==> config.mk <==
export PLATFORM = sky130hd
export DESIGN_NAME = magic_framed_utf16_deframer
export DESIGN_NICKNAME = d
export VERILOG_FILES = /design/src/mfud_pkg.sv /design/src/magic_framed_utf16_deframer.sv /design/src/mfud_csr.sv /design/src/mfud_parse.sv
export VERILOG_INCLUDE_DIRS = /design/src /design/src/src
export SDC_FILE = /design/constraint.sdc
export NUM_CORES = 1
export LEC_CHECK = 0
export BUFFER_PORTS_ARGS = -buffer_cell sky130_fd_sc_hd__buf_2
export CAP_MARGIN = 20
export CORE_AREA = 4 4 178 180
export CTS_BUF_LIST = sky130_fd_sc_hd__clkbuf_4 sky130_fd_sc_hd__clkbuf_8 sky130_fd_sc_hd__clkbuf_16
export DETAILED_ROUTE_END_ITERATION = 10
export DIE_AREA = 0 0 182 184
export GPL_TIMING_DRIVEN = 1
export PLACE_DENSITY = 0.6
export SETUP_SLACK_MARGIN = 0.5
export SLEW_MARGIN = 15
export SYNTH_ARGS = -nofsm -noshare
export SYNTH_HDL_FRONTEND = slang
export SYNTH_SLANG_ARGS = --single-unit
export TNS_END_PERCENT = 1
==> constraint.sdc <==
create_clock -name clock -period 7.9 [get_ports clock]
set_clock_uncertainty 0.1 [all_clocks]
set_input_delay 0.79 -clock clock [delete_from_list [all_inputs] [get_ports clock]]
set_output_delay 0.79 -clock clock [all_outputs]
set_load 0.01 [all_outputs]
==> src/magic_framed_utf16_deframer_assert.svh <==
// Assertion macros shared by the deframer RTL.
// Expects signals named clock and reset in the module that uses them.
`ifndef MAGIC_FRAMED_UTF16_DEFRAMER_ASSERT_SVH
`define MAGIC_FRAMED_UTF16_DEFRAMER_ASSERT_SVH

// Consequent must hold in the same cycle as the antecedent.
`define MFUD_ASSERT_SAME(label, ante, cons) \
   label: assert property (@(posedge clock) disable iff (reset) (ante) |-> (cons)) \
      else $error("deframer assertion failed");

// Consequent must hold in the cycle after the antecedent.
`define MFUD_ASSERT_NEXT(label, ante, cons) \
   label: assert property (@(posedge clock) disable iff (reset) (ante) |=> (cons)) \
      else $error("deframer assertion failed");

`endif

==> src/mfud_pkg.sv <==
// Shared types and constants for the framed UTF-16 deframer.
// No dependencies; imported by every module of the block.
`default_nettype none

package mfud_pkg;

   localparam int unsigned DEF_SIZE_LIMIT = 1048576;

   localparam logic [31:0] MAGIC_FIRST_RESET  = 32'h1234ABCD;
   localparam logic [31:0] MAGIC_SECOND_RESET = 32'hABCD1234;

   localparam logic [31:0] HEADER_BYTES = 32'd16;
   localparam logic [31:0] MIN_FULL_SIZE = 32'd18;

   // Byte positions within the header at which a word is complete.
   localparam logic [3:0] POS_SIZE_END    = 4'd3;
   localparam logic [3:0] POS_MAGIC1_END  = 4'd7;
   localparam logic [3:0] POS_MAGIC2_END  = 4'd11;
   localparam logic [3:0] POS_HEADER_END  = 4'd15;

   // Configuration register indices.
   localparam logic [1:0] CSR_MAGIC_FIRST  = 2'd0;
   localparam logic [1:0] CSR_MAGIC_SECOND = 2'd1;
   localparam logic [1:0] CSR_MAX_SIZE     = 2'd2;

   // Result kinds.
   localparam logic [2:0] KIND_UNIT       = 3'd0;
   localparam logic [2:0] KIND_DONE       = 3'd1;
   localparam logic [2:0] KIND_BAD_MAGIC  = 3'd2;
   localparam logic [2:0] KIND_SIZE_UNDER = 3'd3;
   localparam logic [2:0] KIND_SIZE_OVER  = 3'd4;
   localparam logic [2:0] KIND_NO_TERM    = 3'd5;
   localparam logic [2:0] KIND_ODD        = 3'd6;

   typedef struct packed {
      logic [2:0]  kind;
      logic [15:0] unit;
      logic [20:0] length;
   } result_type;

endpackage

`default_nettype wire

==> src/magic_framed_utf16_deframer.sv <==
// Top level of the framed UTF-16 deframer: input register, parser, result register.
// Depends on mfud_pkg, mfud_csr, mfud_parse and the assertion macro header.
`default_nettype none

`include "magic_framed_utf16_deframer_assert.svh"

// Usage
// The request channel carries one message byte per word (req_valid, req_stall,
// req_data_byte). Each message starts with a 16-byte header: a little-endian
// size, two magic words and a reserved word. Payload bytes pair into UTF-16LE
// code units. The response channel (rsp_valid, rsp_stall, rsp_kind, rsp_unit,
// rsp_length) carries at most one word per request word: a payload unit, a
// completion with the message size, or an error code that ends the message.
// The configuration port writes the two magic words and the size limit; it must
// be written only while the block is idle; the block itself does not enforce this.
// A byte accepted on the request channel waits in the input register while the
// parser works on it, and its result is loaded into the result register when the
// byte is consumed, so the receiver can take it from there.
// Throughput is one byte per cycle while no stall holds a byte, set by the parser state update.
// When the receiver stalls and a result is waiting, bytes that produce no result
// still flow through; a byte that does produce one waits in the input register
// and req_stall is raised until the result register is taken.
// A synchronous reset empties both registers, restarts header parsing and
// restores the default magic words and size limit.

module magic_framed_utf16_deframer
   import mfud_pkg::*;
#(
   parameter int unsigned SIZE_LIMIT = DEF_SIZE_LIMIT
) (
   input  wire logic        clock,
   input  wire logic        reset,
   input  wire logic        req_valid,
   output logic             req_stall,
   input  wire logic [7:0]  req_data_byte,
   output logic             rsp_valid,
   input  wire logic        rsp_stall,
   output logic [2:0]       rsp_kind,
   output logic [15:0]      rsp_unit,
   output logic [20:0]      rsp_length,
   input  wire logic        csr_wr_en,
   input  wire logic [1:0]  csr_index,
   input  wire logic [31:0] csr_wdata
);

   logic        in_valid_ff;
   logic        in_valid_in;
   logic [7:0]  in_byte_ff;
   logic        rsp_valid_ff;
   logic        rsp_valid_in;
   result_type  rsp_ff;
   logic [31:0] magic_first;
   logic [31:0] magic_second;
   logic [20:0] limit;
   logic        emit_valid;
   result_type  emit_result;
   logic        out_free;
   logic        fire;
   logic        req_take;

   mfud_csr #(
      .SIZE_LIMIT(SIZE_LIMIT)
   ) u_csr (
      .clock       (clock),
      .reset       (reset),
      .csr_wr_en   (csr_wr_en),
      .csr_index   (csr_index),
      .csr_wdata   (csr_wdata),
      .magic_first (magic_first),
      .magic_second(magic_second),
      .limit       (limit)
   );

   mfud_parse u_parse (
      .clock       (clock),
      .reset       (reset),
      .advance     (fire),
      .data_byte   (in_byte_ff),
      .magic_first (magic_first),
      .magic_second(magic_second),
      .limit       (limit),
      .emit_valid  (emit_valid),
      .emit_result (emit_result)
   );

   // The held byte is consumed when it produces nothing, or when the result
   // register is empty or being emptied this cycle.
   assign out_free  = !rsp_valid_ff || !rsp_stall;
   assign fire      = in_valid_ff && (out_free || !emit_valid);
   assign req_stall = in_valid_ff && !fire;
   assign req_take  = req_valid && !req_stall;

   always_comb begin
      in_valid_in = in_valid_ff;
      if (req_take) begin
         in_valid_in = 1'b1;
      end else if (fire) begin
         in_valid_in = 1'b0;
      end

      rsp_valid_in = rsp_valid_ff;
      if (fire && emit_valid) begin
         rsp_valid_in = 1'b1;
      end else if (!rsp_stall) begin
         rsp_valid_in = 1'b0;
      end
   end

   always_ff @(posedge clock) begin
      if (reset) begin
         in_valid_ff  <= 1'b0;
         rsp_valid_ff <= 1'b0;
      end else begin
         in_valid_ff  <= in_valid_in;
         rsp_valid_ff <= rsp_valid_in;
      end
   end

   // Payload registers load without reset.
   always_ff @(posedge clock) begin
      if (req_take) begin
         in_byte_ff <= req_data_byte;
      end
      if (fire && emit_valid) begin
         rsp_ff <= emit_result;
      end
   end

   assign rsp_valid  = rsp_valid_ff;
   assign rsp_kind   = rsp_ff.kind;
   assign rsp_unit   = rsp_ff.unit;
   assign rsp_length = rsp_ff.length;

   // A byte that cannot be consumed must stay put in the input register.
   `MFUD_ASSERT_NEXT(a_hold_input, in_valid_ff && !fire, in_valid_ff && $stable(in_byte_ff))
   // Only payload units carry a unit value.
   `MFUD_ASSERT_SAME(a_unit_only, rsp_valid_ff && rsp_ff.kind != KIND_UNIT, rsp_ff.unit == '0)
   // Only completions carry a length, and a completion is never shorter than
   // a header plus a terminator.
   `MFUD_ASSERT_SAME(a_length_done, rsp_valid_ff && rsp_ff.kind == KIND_DONE, rsp_ff.length >= 21'd18)

endmodule

`default_nettype wire

==> src/mfud_csr.sv <==
// Configuration registers of the deframer: magic words and the size limit.
// Depends on mfud_pkg.
`default_nettype none

module mfud_csr
   import mfud_pkg::*;
#(
   parameter int unsigned SIZE_LIMIT = DEF_SIZE_LIMIT
) (
   input  wire logic        clock,
   input  wire logic        reset,
   input  wire logic        csr_wr_en,
   input  wire logic [1:0]  csr_index,
   input  wire logic [31:0] csr_wdata,
   output logic [31:0]      magic_first,
   output logic [31:0]      magic_second,
   output logic [20:0]      limit
);

   localparam logic [20:0] LIMIT_CAP = 21'(SIZE_LIMIT);

   logic [31:0] magic_first_ff;
   logic [31:0] magic_second_ff;
   logic [20:0] limit_ff;
   logic [20:0] limit_in;

   // The written size limit is saturated here, so the parser sees the
   // effective limit directly.
   always_comb begin
      if (csr_wdata[20:0] > LIMIT_CAP) begin
         limit_in = LIMIT_CAP;
      end else begin
         limit_in = csr_wdata[20:0];
      end
   end

   always_ff @(posedge clock) begin
      if (reset) begin
         magic_first_ff  <= MAGIC_FIRST_RESET;
         magic_second_ff <= MAGIC_SECOND_RESET;
         limit_ff        <= LIMIT_CAP;
      end else if (csr_wr_en) begin
         case (csr_index)
            CSR_MAGIC_FIRST:  magic_first_ff  <= csr_wdata;
            CSR_MAGIC_SECOND: magic_second_ff <= csr_wdata;
            CSR_MAX_SIZE:     limit_ff        <= limit_in;
            default: ;
         endcase
      end
   end

   assign magic_first  = magic_first_ff;
   assign magic_second = magic_second_ff;
   assign limit        = limit_ff;

endmodule

`default_nettype wire

==> src/mfud_parse.sv <==
// Frame parser: header gathering, header checks and payload unit assembly.
// Depends on mfud_pkg; one word is consumed per cycle in which advance is high.
`default_nettype none

module mfud_parse
   import mfud_pkg::*;
(
   input  wire logic        clock,
   input  wire logic        reset,
   input  wire logic        advance,
   input  wire logic [7:0]  data_byte,
   input  wire logic [31:0] magic_first,
   input  wire logic [31:0] magic_second,
   input  wire logic [20:0] limit,
   output logic             emit_valid,
   output result_type       emit_result
);

   logic [20:0] pos_ff;
   logic [20:0] pos_in;
   logic [31:0] size_ff;
   logic [31:0] size_in;
   logic [31:0] gather_ff;
   logic [31:0] gather_in;
   logic        magic_ok_ff;
   logic        magic_ok_in;
   logic [7:0]  held_ff;
   logic [7:0]  held_in;
   logic [31:0] gather_next;
   logic [31:0] pos_ext;
   logic [15:0] last_unit;
   logic        restart;

   always_comb begin
      gather_next = {data_byte, gather_ff[31:8]};
      pos_ext     = {11'd0, pos_ff};
      last_unit   = {data_byte, held_ff};
      pos_in      = pos_ff + 21'd1;
      size_in     = size_ff;
      gather_in   = gather_ff;
      magic_ok_in = magic_ok_ff;
      held_in     = held_ff;
      restart     = 1'b0;
      emit_valid  = 1'b0;
      emit_result = '0;

      if (pos_ext < HEADER_BYTES) begin
         gather_in = gather_next;
         case (pos_ff[3:0])
            POS_SIZE_END: begin
               size_in = gather_next;
            end
            POS_MAGIC1_END: begin
               magic_ok_in = (gather_next == magic_first);
            end
            POS_MAGIC2_END: begin
               if (!magic_ok_ff || gather_next != magic_second) begin
                  emit_valid       = 1'b1;
                  emit_result.kind = KIND_BAD_MAGIC;
               end else if (size_ff < HEADER_BYTES) begin
                  emit_valid       = 1'b1;
                  emit_result.kind = KIND_SIZE_UNDER;
               end else if (size_ff > {11'd0, limit}) begin
                  emit_valid       = 1'b1;
                  emit_result.kind = KIND_SIZE_OVER;
               end
            end
            POS_HEADER_END: begin
               if (size_ff == HEADER_BYTES) begin
                  emit_valid       = 1'b1;
                  emit_result.kind = KIND_NO_TERM;
               end
            end
            default: ;
         endcase
         restart = emit_valid;
      end else if (pos_ext + 32'd1 >= size_ff) begin
         // Final byte of the message: report the outcome of the whole frame.
         restart    = 1'b1;
         emit_valid = 1'b1;
         if (size_ff < MIN_FULL_SIZE) begin
            emit_result.kind = KIND_NO_TERM;
         end else if (size_ff[0]) begin
            emit_result.kind = KIND_ODD;
         end else if (last_unit != 16'd0) begin
            emit_result.kind = KIND_NO_TERM;
         end else begin
            emit_result.kind   = KIND_DONE;
            emit_result.length = size_ff[20:0];
         end
      end else if (!pos_ff[0]) begin
         held_in = data_byte;
      end else begin
         emit_valid       = 1'b1;
         emit_result.kind = KIND_UNIT;
         emit_result.unit = last_unit;
      end

      if (restart) begin
         pos_in      = '0;
         size_in     = '0;
         gather_in   = '0;
         magic_ok_in = 1'b0;
         held_in     = '0;
      end
   end

   always_ff @(posedge clock) begin
      if (reset) begin
         pos_ff      <= '0;
         size_ff     <= '0;
         gather_ff   <= '0;
         magic_ok_ff <= 1'b0;
         held_ff     <= '0;
      end else if (advance) begin
         pos_ff      <= pos_in;
         size_ff     <= size_in;
         gather_ff   <= gather_in;
         magic_ok_ff <= magic_ok_in;
         held_ff     <= held_in;
      end
   end

endmodule

`default_nettype wire
==> impl_table.tex, run 1 <==
\begin{tabular}{lr}
\hline
Metric & Value \\
\hline
\multicolumn{2}{l}{\textbf{Status}} \\
Outcome & completed \\
\multicolumn{2}{l}{\textbf{Place}} \\
Total half-perimeter wirelength after legalization and detailed placement & 22700 um \\
Port bufs & 87 \\
Placed Instances & 1611 \\
RD Place Congestion & 0.922 \\
\multicolumn{2}{l}{\textbf{Layout}} \\
Net count reported at finish & 1333 \\
Leading cell types in the layout, fill and taps excluded & dfxtp\_1, nand2\_1, buf\_2 \\
Antenna diodes & 0 \\
Most common cell after layout, fill and taps aside & dfxtp\_1 \\
P\&R area growth vs syn & 14.0\% \\
Final Non-Filler Cells & 1654 \\
Fraction of final layout cells with drive strength greater than 1 & 13.7\% \\
\multicolumn{2}{l}{\textbf{Critical path}} \\
Data arrival time of the critical path & 5.07 ns \\
Crit end category & output port \\
Capture point of the worst reg-to-reg path & in\_byte\_ff[0]\$\_DFFE\_PP\_ \\
Slack of the worst reg-to-reg path & $\sim$2.4 ns \\
Worst Setup Start Kind & register \\
Launch point of the worst reg-to-reg path & u\_parse.pos\_ff[2]\$\_SDFFE\_PP0P\_ \\
WS Path Type & reg2out \\
Largest fanout on the critical path & 11 \\
Cells on worst reg2reg path & 15 \\
Data required time of the critical path & 7.01 ns \\
\multicolumn{2}{l}{\textbf{Die}} \\
Area of the die & 33500 sq um \\
Starting Density & 35.7\% \\
Num ports & a little under 90 \\
Height of the die & approximately 180 um \\
Total number of placement rows & 64 \\
Die extent in x & 182 um \\
Placeable Area & 30200 sq um \\
\multicolumn{2}{l}{\textbf{STA}} \\
Hold violation total from the final report & 0 \\
Maximum operating frequency & roughly 170 MHz \\
Remaining max-slew budget at the tightest pin & between 30\% and 40\% \\
Measured slew at the worst slew-check pin & between 0.9 and 1 ns \\
Pins over their slew limit & 0 \\
RSZ-0062 raised after global routing & false \\
Sum Neg Setup Slack & 0 ns \\
Final critical delay including setup and external delays & 5.96 ns \\
Final period utilization & 75.4\% \\
Final setup violation count & 0 \\
\multicolumn{2}{l}{\textbf{Synth}} \\
Simple-Gate Fraction of Synth Area & 23.4\% \\
Fraction of synthesized cell area in xor and xnor cells & 6.51\% \\
Multiplexer fraction of the synthesized cell area & 0.837\% \\
Seq/Total Area, Yosys & between 40\% and 50\% \\
Post-synth top area cell & dfxtp\_1 \\
Synth Register Bits & 220 \\
Netlist cell types & just under 70 \\
Mapped Avg Cell Area & 8.98 sq um \\
Fraction of synthesized cell area taken by the top area cell type & 32.2\% \\
Most used flip-flop cell after synthesis & dfxtp\_1 \\
Combinational family with the most area after synthesis & simple AND/OR/NAND/NOR gates \\
Number of warnings issued by yosys & 0 \\
Largest cells by area after synthesis & dfxtp\_1, edfxtp\_1, nand2\_1, ha\_1, xnor2\_1 \\
Fraction of the mapped netlist area in compound gates & 13.9\% \\
Adder-cell area share of the yosys netlist & 5.11\% \\
Syn Inst Count & approximately 1200 \\
Mapped cell area & 10800 sq um \\
Number of nets in the synthesized netlist & 1290 \\
Number of flops mapped to enable cells by yosys & 47 \\
Fraction of registers with async set or reset after synthesis & 0\% \\
\multicolumn{2}{l}{\textbf{Clock network}} \\
Clock Tree Root & clkbuf\_16 \\
Clock net sink count & 220 \\
Clock buffers created by TritonCTS & 24 \\
Clock Pin Slew Worst Setup and Hold Paths & about 0.060 ns \\
Number of gates given a new drive strength after cts & 0 \\
Hold-fix buffers at CTS & 0 \\
Setup bufs post-CTS & 0 \\
Worst-skew pair later-pin latency & around 0.52 ns \\
Clock tree from TritonCTS & done \\
Largest buffer count on any clock path & 3 \\
H-Tree Level Count & 1 \\
\multicolumn{2}{l}{\textbf{Drt}} \\
Routed Wire Length & between 30000 and 40000 um \\
Post-route DRC & 0 \\
Residual antenna-violating net count after detailed routing & 0 \\
Starting DRC count in detailed routing & about 700 \\
First-pass iteration count of the detailed router & 5 \\
Number of vias per cell & 5.44 \\
Total number of vias & between 8000 and 9000 \\
WL/cell & 19.0 um \\
\multicolumn{2}{l}{\textbf{Power}} \\
P\_leak & $\sim$4.5 nW \\
Maximum resistive drop on vdd & around 150 uV \\
Power per Cell Area & $\sim$200 nW/um\^{}2 \\
\multicolumn{2}{l}{\textbf{GRT}} \\
Initial antenna violation count & 0 \\
Global-route wire length before repair & 48800 um \\
Largest net degree at the start of global routing & 53 \\
Overflow after GRT & 0 \\
GRT Resource Usage Total & 18.3\% \\
Vias in the first global route & 8429 \\
\multicolumn{2}{l}{\textbf{Min path}} \\
Hold-critical path depth & 1 \\
Hold\_sp & req\_data\_byte[6] \\
Type of the tightest min-delay check & in2reg \\
Worst hold path endpoint & in\_byte\_ff[6]\$\_DFFE\_PP\_ \\
\multicolumn{2}{l}{\textbf{Flow run}} \\
\# Max-Cap Violations & 0 \\
\hline
\end{tabular}
[critical path: stages, from the launching register on]
cell and delay, ns:
dfxtp_1 0.52, nand3_1 0.22, or4_1 0.66, nor2_1 0.24, nand3_1 0.26, nor2_1 0.32, xor2_1 0.20, ha_1 0.26
a211o_1 0.26, o211ai_1 0.09, a21oi_1 0.12, or3_1 0.37, o211a_1 0.27, a21boi_1 0.40, nor3_1 0.16, buf_2 0.19
[Yosys cell counts, types with 11 or more instances]
cell type / count
dfxtp_1: 173
nand2_1: 171
a21oi_1: 83
nand3_1: 81
clkbuf_1: 70
xnor2_1: 56
inv_1: 51
edfxtp_1: 47
ha_1: 44
nor2_1: 40
nor3_1: 36
nand2b_1: 29
nor4_1: 29
nand4_1: 27
xor2_1: 24
and2_1: 17
and4_1: 17
a22oi_1: 16
a31o_2: 16
a32o_1: 16
o21ai_0: 14
and3_1: 11
nor3b_1: 11
[state kept, by name, indices dropped and copies added (netlist names), 3 cells and up]
| register | cells |
|---|---|
| u_csr.magic_first | 32 |
| u_csr.magic_second | 32 |
| u_parse.size_ff | 32 |
| u_parse.gather_ff | 24 |
| u_csr.limit | 21 |
| u_parse.pos_ff | 21 |
| rsp_length | 20 |
| rsp_unit | 16 |
| in_byte_ff | 8 |
| u_parse.held_ff | 8 |
| rsp_kind | 3 |
[per-stage QoR]
step	instance area [sq um]	util [%]	hold WS [ns]	setup WS [ns]	power (W)
6_report	12300	40.7	0.352	1.94	0.00245
5_1_grt	12300	40.7	0.327	1.62	0.00254
4_1_cts	12300	40.6	0.339	1.99	0.00247
3_5_place_dp	11500	38.0	0.360	2.47	0.00136
3_3_place_gp	11500	38.0	0.356	2.58	0.00136
2_1_floorplan	10800	-	0.343	1.19	0.00130
[cell families after synthesis]
logic type,count (synthesis)
simple gates,497
buf+inv,136
compound gates,212
flops,220
xor+xnor,80
other cells,1
fa+ha+maj,44
mux,9
[per-layer routing]
metal / wire [um] / global-route usage (%) / part of all wire (%) / up-vias
met5: 0 / 0 / 0 / -
met4: 622 / 3.84 / 2.0 / 0
met3: 1840 / 2.93 / 5.9 / 44
met2: 14200 / 29.1 / 45 / 245
met1: 14800 / 26.4 / 47 / 4328
li1: - / - / - / 4380
[cell type report]
class | instances | area [sq um]
clock buffers | 38 | 767
clock inverters | 4 | 20.0
fillers | 3028 | 17900
inverters | 51 | 191
multi-input cells | 843 | 5370
flip-flops and latches | 220 | 4870
well taps | 396 | 495
repair buffers | 102 | 556
[power by group]
part	switching (W)	total, W	internal, W
clock network	0.000446	0.00111	0.000662
logic	0.0000909	0.000143	0.0000525
registers	0.0000298	0.00120	0.00117
total	0.000567	0.00245	0.00188
[worst max-delay path by stage]
stage | from | endpoint | slack, ns
after floorplan | u_parse.pos_ff[2]$_SDFFE_PP0P_ | rsp_kind[0]$_DFFE_PP_ | 1.19
after global placement | u_parse.pos_ff[2]$_SDFFE_PP0P_ | in_byte_ff[1]$_DFFE_PP_ | 2.58
after detailed placement | u_parse.pos_ff[2]$_SDFFE_PP0P_ | in_byte_ff[6]$_DFFE_PP_ | 2.47
after CTS | u_parse.pos_ff[2]$_SDFFE_PP0P_ | req_stall | 1.99
after global routing | u_parse.pos_ff[2]$_SDFFE_PP0P_ | req_stall | 1.62
final | u_parse.pos_ff[2]$_SDFFE_PP0P_ | req_stall | 1.94
(Power assumes the default switching activity.)
==> run 2, diff against run 1 <==
PLACE_DENSITY = 0.62   (was 0.6)
clock period = 5.05 ns   (was 7.9 ns; I/O delays follow)
==> run 2 against run 1 <==
Worst setup slack worse by 1.5 ns. Sequential cell count stayed put. Critical path depth stayed put. First-iteration DRC count is 0.42% higher. Sequential share of layout area is 1.5 points lower. Hold slack worse by 0.29 ns. Design area is 4.5% higher. Sequential power is 56% higher. Final cell count is 2.1% higher. Clock power is 66% higher. Power is 61% higher. Core utilization is 1.8 points higher. Highest routed layer unchanged.
==> impl_table.tex, run 2 (same netlist as run 1, synthesis figures left out) <==
\begin{tabular}{lr}
\hline
Metric & Value \\
\hline
\multicolumn{2}{l}{\textbf{Critical path}} \\
Launching instance or port of the critical path & u\_parse.pos\_ff[8]\$\_SDFFE\_PP0P\_ \\
Worst Setup Start Kind & register \\
Worst path top cell family by delay & simple AND/OR/NAND/NOR gates \\
Cell Chain, Critical Path & nand2\_2 > or4\_4 > nor2\_4 > nand3\_4 > nor2\_4 > xor2\_1 > ha\_1 > a211o\_1 > o211ai\_1 > a21oi\_2 > or3\_4 > o211a\_4 > a21boi\_4 > nor3\_4 > buf\_6 \\
Worst path max stage delay & 0.56 ns (-0.10 ns) \\
Largest fanout on the critical path & 6 (-5) \\
Data required time of the critical path & 4.45 ns (-2.56 ns) \\
WS Path Type & reg2out \\
Most numerous cell on the critical path & nor2\_4 \\
Launch point of the worst reg-to-reg path & u\_parse.pos\_ff[8]\$\_SDFFE\_PP0P\_ \\
Crit end category & output port \\
Total buffers and inverters traversed by the critical path & 1 (unchanged) \\
Data arrival time of the critical path & 4.01 ns (-1.06 ns) \\
Cell with the biggest individual delay on the critical path & or4\_4 \\
\multicolumn{2}{l}{\textbf{Place}} \\
Worst slack at placement & 0.223 ns (-2.25 ns) \\
Placed Instances & 1615 (+0.25\%) \\
Total half-perimeter wirelength after legalization and detailed placement & 22600 um (-0.45\%) \\
RD Place Congestion & 0.886 (-3.8\%) \\
Port bufs & 87 (unchanged) \\
\multicolumn{2}{l}{\textbf{Die}} \\
Total number of placement rows & 64 (unchanged) \\
Num ports & 89 (unchanged) \\
Starting Density & 35.7\% (unchanged) \\
Die extent in x & 182 um (unchanged) \\
Height of the die & 184 um (unchanged) \\
Placeable Area & 30200 sq um (unchanged) \\
Area of the die & 33500 sq um (unchanged) \\
\multicolumn{2}{l}{\textbf{Power}} \\
Power per Cell Area & 307 nW/um\^{}2 (+54\%) \\
Maximum resistive drop on vdd & 265 uV (+80\%) \\
P\_leak & 4.79 nW (+5.6\%) \\
\multicolumn{2}{l}{\textbf{STA}} \\
RSZ-0062 raised after global routing & true \\
Final period utilization & 91.4\% \\
Sum Neg Setup Slack & 0 ns (unchanged) \\
Maximum operating frequency & roughly 220 MHz \\
Hold violation total from the final report & 0 (unchanged) \\
Final setup violation count & 0 (unchanged) \\
Min Hold Slack & 0.0602 ns (-0.292 ns) \\
Measured slew at the worst slew-check pin & 1.07 ns (+0.138 ns) \\
Remaining max-slew budget at the tightest pin & 28.4\% (-9.0 points) \\
Worst setup slack after layout & 0.434 ns (-1.51 ns) \\
Pins over their slew limit & 0 (unchanged) \\
Final critical delay including setup and external delays & 4.62 ns \\
\multicolumn{2}{l}{\textbf{Drt}} \\
Residual antenna-violating net count after detailed routing & 0 (unchanged) \\
Post-route DRC & 0 (unchanged) \\
Total number of vias & 9273 (+3.1\%) \\
First-pass iteration count of the detailed router & 5 (unchanged) \\
Routed Wire Length & 32000 um (+1.7\%) \\
Number of vias per cell & 5.49 (+0.99\%) \\
WL/cell & 19.0 um (-0.39\%) \\
Starting DRC count in detailed routing & 717 (+0.42\%) \\
\multicolumn{2}{l}{\textbf{GRT}} \\
Global-route wire length before repair & 49100 um (+0.71\%) \\
Overflow after GRT & 0 (unchanged) \\
Initial antenna violation count & 0 (unchanged) \\
Met1 usage & 26.3\% (-0.047 points) \\
Met2 Usage GRT & 28.9\% (-0.22 points) \\
Vias in the first global route & 8553 (+1.5\%) \\
Largest net degree at the start of global routing & 90 (+70\%) \\
GRT Resource Usage Total & 18.3\% (+0.032 points) \\
Layer carrying the most global-route usage & met2 \\
Fraction of met3 tracks used by global routing & 3.19\% (+0.26 points) \\
\multicolumn{2}{l}{\textbf{Clock network}} \\
Clock Tree Root & clkbuf\_16 \\
Clock tree from TritonCTS & done \\
Worst-skew pair later-pin latency & 0.53 ns (about the same) \\
Largest buffer count on any clock path & 3 (unchanged) \\
Clock net sink count & 220 (unchanged) \\
H-Tree Level Count & 1 (unchanged) \\
Clock Pin Slew Worst Setup and Hold Paths & 0.06 ns (about the same) \\
Clock buffers created by TritonCTS & 24 (unchanged) \\
\multicolumn{2}{l}{\textbf{Layout}} \\
Most common cell after layout, fill and taps aside & nand2\_1 \\
Leading cell types in the layout, fill and taps excluded & nand2\_1, dfxtp\_1, buf\_2 \\
Total area of multi-input combinational cells & 5590 sq um (+4.1\%) \\
Area taken by flip-flops and latches & 4910 sq um (+0.64\%) \\
Filler cells & 2977 (-1.7\%) \\
Net count reported at finish & 1365 (+2.4\%) \\
Fraction of final layout cells with drive strength greater than 1 & 19.0\% (+5.3 points) \\
P\&R area growth vs syn & 19.1\% \\
Final Non-Filler Cells & 1688 (+2.1\%) \\
Antenna diodes & 0 (unchanged) \\
Final core utilization & 42.5\% (+1.8 points) \\
\multicolumn{2}{l}{\textbf{Flow run}} \\
\# Max-Cap Violations & 0 (unchanged) \\
\multicolumn{2}{l}{\textbf{Min path}} \\
Type of the tightest min-delay check & in2reg \\
Hold\_sp & req\_data\_byte[2] \\
\multicolumn{2}{l}{\textbf{Status}} \\
Outcome & completed \\
\hline
\end{tabular}
## run 2: path summary, 6_finish.rpt
path | depth (start not counted) | endpoint | slack (ns)
worst max-delay path | 15 | req_stall | 0.43
worst min-delay path | 1 | in_byte_ff[2]$_DFFE_PP_ | 0.06
worst max register to register | 16 | u_parse.size_ff[7]$_SDFFE_PP0P_ | 0.70
worst min register to register | 2 | u_csr.magic_first[12]$_SDFFE_PP0P_ | 0.37
## run 2: through the flow
stage	area, sq um	total power, W
floorplan	10800	0.00204
global placement	11500	0.00213
detailed placement	11500	0.00213
CTS	12500	0.00396
global route	12800	0.00406
finish	12800	0.00394
## run 2: cell type report
type	instances	share of cell area (%)
tap	396	3.86
multi-input combinational	843	43.6
sequential	220	38.3
inverter	51	1.49
timing repair buffer	134	6.23
clock buffer	35	5.97
clock inverter	9	0.595
## run 2: layer usage
metal  vias to the layer above  part of all wire [%]
met5                         -                     0
met4                         0                   2.2
met3                        51                   6.7
met2                       337                    45
met1                      4437                    46
li1                       4448                     -
## run 2: power breakdown
part           switching (W)  total (W)  internal (W)
Clock               0.000736    0.00184       0.00111
Combinational       0.000140   0.000222     0.0000821
Sequential         0.0000489    0.00187       0.00182
Total               0.000925    0.00394       0.00301
## run 2: timing repair
action / CTS / global route
hold buffers: 0 / 0
setup endpoints to repair: 97 / 33
pin swaps: 5 / 21
gates resized for setup: 26 / 27
buffers inserted: 6 / 23
==> run 3, diff against run 2 <==
CORE_AREA = 4 4 170 189   (was 4 4 178 180)
DIE_AREA = 0 0 174 193   (was 0 0 182 184)
HOLD_SLACK_MARGIN = 0.12   (was unset)
==> run 3 against run 2 <==
First-iteration DRC count shrank 14%. Critical endpoint unchanged. Fmax grew 1.2%. Final cell count grew 0.12%. Design area grew 0.76%. Largest power group unchanged. Sequential share of layout area shrank 0.29 points. Non-clock buffer count grew 18. Power shrank 1.1%. Sequential power is essentially flat. Register-to-register slack lost 0.07 ns.
==> impl_table.tex, run 3 (same netlist as run 1, synthesis figures left out) <==
\begin{tabular}{lr}
\hline
Metric & Value \\
\hline
\multicolumn{2}{l}{\textbf{GRT}} \\
Met1 usage & 24.9\% (-1.5 points) \\
GRT Resource Usage Total & 18.6\% (+0.24 points) \\
Largest net degree at the start of global routing & 64 (-29\%) \\
Initial antenna violation count & 0 (unchanged) \\
Overflow after GRT & 0 (unchanged) \\
Layer carrying the most global-route usage & met2 \\
Global-route wire length before repair & 50000 um (+1.8\%) \\
Vias in the first global route & 8885 (+3.9\%) \\
Fraction of met3 tracks used by global routing & 2.81\% (-0.38 points) \\
Met2 Usage GRT & 31.1\% (+2.2 points) \\
\multicolumn{2}{l}{\textbf{STA}} \\
RSZ-0062 raised after global routing & true \\
Measured slew at the worst slew-check pin & 1.09 ns (+0.0210 ns) \\
Remaining max-slew budget at the tightest pin & 27.0\% (-1.4 points) \\
Pins over their slew limit & 0 (unchanged) \\
Final period utilization & 90.4\% (-1.0 points) \\
Hold violation total from the final report & 0 (unchanged) \\
Final setup violation count & 0 (unchanged) \\
Final critical delay including setup and external delays & 4.56 ns (-0.0526 ns) \\
Sum Neg Setup Slack & 0 ns (unchanged) \\
Maximum operating frequency & 219 MHz (+1.2\%) \\
\multicolumn{2}{l}{\textbf{Drt}} \\
Post-route DRC & 0 (unchanged) \\
Number of vias per cell & 5.48 (-0.23\%) \\
Starting DRC count in detailed routing & 618 (-14\%) \\
First-pass iteration count of the detailed router & 5 (unchanged) \\
WL/cell & 19.1 um (+0.84\%) \\
Residual antenna-violating net count after detailed routing & 0 (unchanged) \\
Total number of vias & 9263 (-0.11\%) \\
Routed Wire Length & 32300 um (+0.96\%) \\
\multicolumn{2}{l}{\textbf{Clock network}} \\
Worst-skew pair later-pin latency & 0.53 ns (about the same) \\
Clock tree from TritonCTS & done \\
Largest buffer count on any clock path & 3 (unchanged) \\
Clock Pin Slew Worst Setup and Hold Paths & 0.06 ns (about the same) \\
Clock buffers created by TritonCTS & 26 (+8.3\%) \\
H-Tree Level Count & 1 (unchanged) \\
Clock net sink count & 220 (unchanged) \\
Clock Tree Root & clkbuf\_16 \\
\multicolumn{2}{l}{\textbf{Layout}} \\
Net count reported at finish & 1385 (+1.5\%) \\
Most common cell after layout, fill and taps aside & nand2\_1 \\
Filler cells & 2992 (+0.50\%) \\
Leading cell types in the layout, fill and taps excluded & nand2\_1, dfxtp\_1, buf\_2 \\
P\&R area growth vs syn & 20.0\% \\
Fraction of final layout cells with drive strength greater than 1 & 17.9\% (-1.0 points) \\
Antenna diodes & 0 (unchanged) \\
\multicolumn{2}{l}{\textbf{Die}} \\
Total number of placement rows & 67 (+4.7\%) \\
Die extent in x & 174 um (-4.4\%) \\
Area of the die & 33600 sq um (+0.28\%) \\
Placeable Area & 30200 sq um (about the same) \\
Num ports & 89 (unchanged) \\
Height of the die & 193 um (+4.9\%) \\
Starting Density & 35.7\% (about the same) \\
\multicolumn{2}{l}{\textbf{Place}} \\
Port bufs & 87 (unchanged) \\
RD Place Congestion & 0.941 (+6.2\%) \\
Total half-perimeter wirelength after legalization and detailed placement & 23000 um (+1.8\%) \\
\multicolumn{2}{l}{\textbf{Critical path}} \\
Slack of the worst reg-to-reg path & 0.63 ns (-0.07 ns) \\
Capture point of the worst reg-to-reg path & rsp\_unit[4]\$\_SDFFCE\_PP0P\_ \\
Cells on worst reg2reg path & 16 (unchanged) \\
Data arrival time of the critical path & 3.96 ns (-0.05 ns) \\
Worst Setup Start Kind & register \\
Worst path top cell family by delay & simple AND/OR/NAND/NOR gates \\
Most numerous cell on the critical path & buf\_4 \\
Cell Chain, Critical Path & ha\_4 > nand3\_4 > nor4\_4 > and3\_4 > buf\_4 > nand3\_2 > xnor2\_2 > ha\_1 > a211o\_1 > o211ai\_1 > a21oi\_2 > or3\_4 > o211a\_4 > a21boi\_2 > buf\_4 > nor3\_4 > buf\_6 \\
Crit end category & output port \\
Cell with the biggest individual delay on the critical path & dfxtp\_4 \\
Launch point of the worst reg-to-reg path & u\_parse.pos\_ff[0]\$\_SDFFE\_PP0P\_ \\
Largest fanout on the critical path & 7 (+1) \\
Worst path max stage delay & 0.38 ns (-0.18 ns) \\
Total buffers and inverters traversed by the critical path & 3 (+2) \\
WS Path Type & reg2out \\
Data required time of the critical path & 4.45 ns (about the same) \\
\multicolumn{2}{l}{\textbf{Power}} \\
Power per Cell Area & 301 nW/um\^{}2 (-1.8\%) \\
P\_leak & 4.82 nW (+0.73\%) \\
Maximum resistive drop on vdd & 261 uV (-1.4\%) \\
Overall power consumption & 0.00389 W (-1.1\%) \\
\multicolumn{2}{l}{\textbf{Min path}} \\
Type of the tightest min-delay check & in2reg \\
Hold-critical path depth & 3 (+2) \\
Hold\_sp & csr\_wdata[1] \\
Worst hold path endpoint & u\_csr.magic\_first[1]\$\_SDFFE\_PP0P\_ \\
\multicolumn{2}{l}{\textbf{Flow run}} \\
\# Max-Cap Violations & 0 (unchanged) \\
\multicolumn{2}{l}{\textbf{Status}} \\
Outcome & completed \\
\hline
\end{tabular}
[run 3: worst reg2reg max path: stages (launching register included)]
cell and delay [ns]:
dfxtp_4 0.38, ha_4 0.15, nand3_4 0.11, nor4_4 0.33
and3_4 0.24, nand3_1 0.12, xnor2_2 0.19, ha_1 0.30
buf_4 0.12, o2111ai_1 0.11, a211oi_2 0.28, o41a_1 0.23
o211a_4 0.19, a21boi_2 0.06, buf_4 0.14, nor3_4 0.56
buf_4 0.45
[run 3: worst max-delay path by stage]
stage                                   startpoint                      end  slack [ns]  depth (start not counted)
floorplan           u_parse.pos_ff[2]$_SDFFE_PP0P_    rsp_kind[0]$_DFFE_PP_        0.51                         15
global placement    u_parse.pos_ff[0]$_SDFFE_PP0P_  in_byte_ff[1]$_DFFE_PP_        0.34                         16
detailed placement  u_parse.pos_ff[0]$_SDFFE_PP0P_  in_byte_ff[1]$_DFFE_PP_        0.18                         16
CTS                 u_parse.pos_ff[4]$_SDFFE_PP0P_                req_stall        0.52                         16
global route        u_parse.pos_ff[0]$_SDFFE_PP0P_                req_stall        0.33                         17
finish              u_parse.pos_ff[0]$_SDFFE_PP0P_                req_stall        0.49                         17
[run 3: layer usage]
| layer | share of wire (%) | vias up |
|---|---|---|
| li1 | - | 4488 |
| met5 | 0 | - |
| met1 | 44 | 4447 |
| met3 | 6.0 | 62 |
| met4 | 3.4 | 0 |
| met2 | 47 | 266 |
[run 3: stage by stage]
step	utilization (%)	setup slack [ns]	area [sq um]	hold slack [ns]	cells
6_report	42.8	0.487	12900	0.142	1690
5_1_grt	42.8	0.326	12900	0.152	1690
4_1_cts	42.4	0.521	12800	0.129	1678
3_5_place_dp	38.3	0.179	11600	0.360	1600
3_3_place_gp	38.3	0.339	11500	0.353	1599
2_1_floorplan	-	0.506	10800	0.343	1199
[run 3: repair_timing]
| action | 4_1_cts | 5_1_grt |
|---|---|---|
| hold endpoints to repair | 27 | 0 |
| endpoints found under the setup margin | 91 | 28 |
| hold buffers | 20 | 0 |
| pin swaps | 10 | 13 |
| setup buffers | 13 | 12 |
| gates resized for setup | 31 | 10 |
[run 3: final cells by class]
class                   count  area (sq um)  share of cell area (%)
multi-input cells         843          5530                    42.8
flip-flops and latches    220          4910                    38.0
repair buffers            152          1000                    7.74
clock buffers              35           754                    5.84
well taps                 379           474                    3.67
inverters                  51           191                    1.48
clock inverters            10          67.6                   0.523
[run 3: power by group]
group	internal, W	switching, W
clock network	0.00105	0.000741
logic	0.0000935	0.000144
registers	0.00182	0.0000477
total	0.00296	0.000933
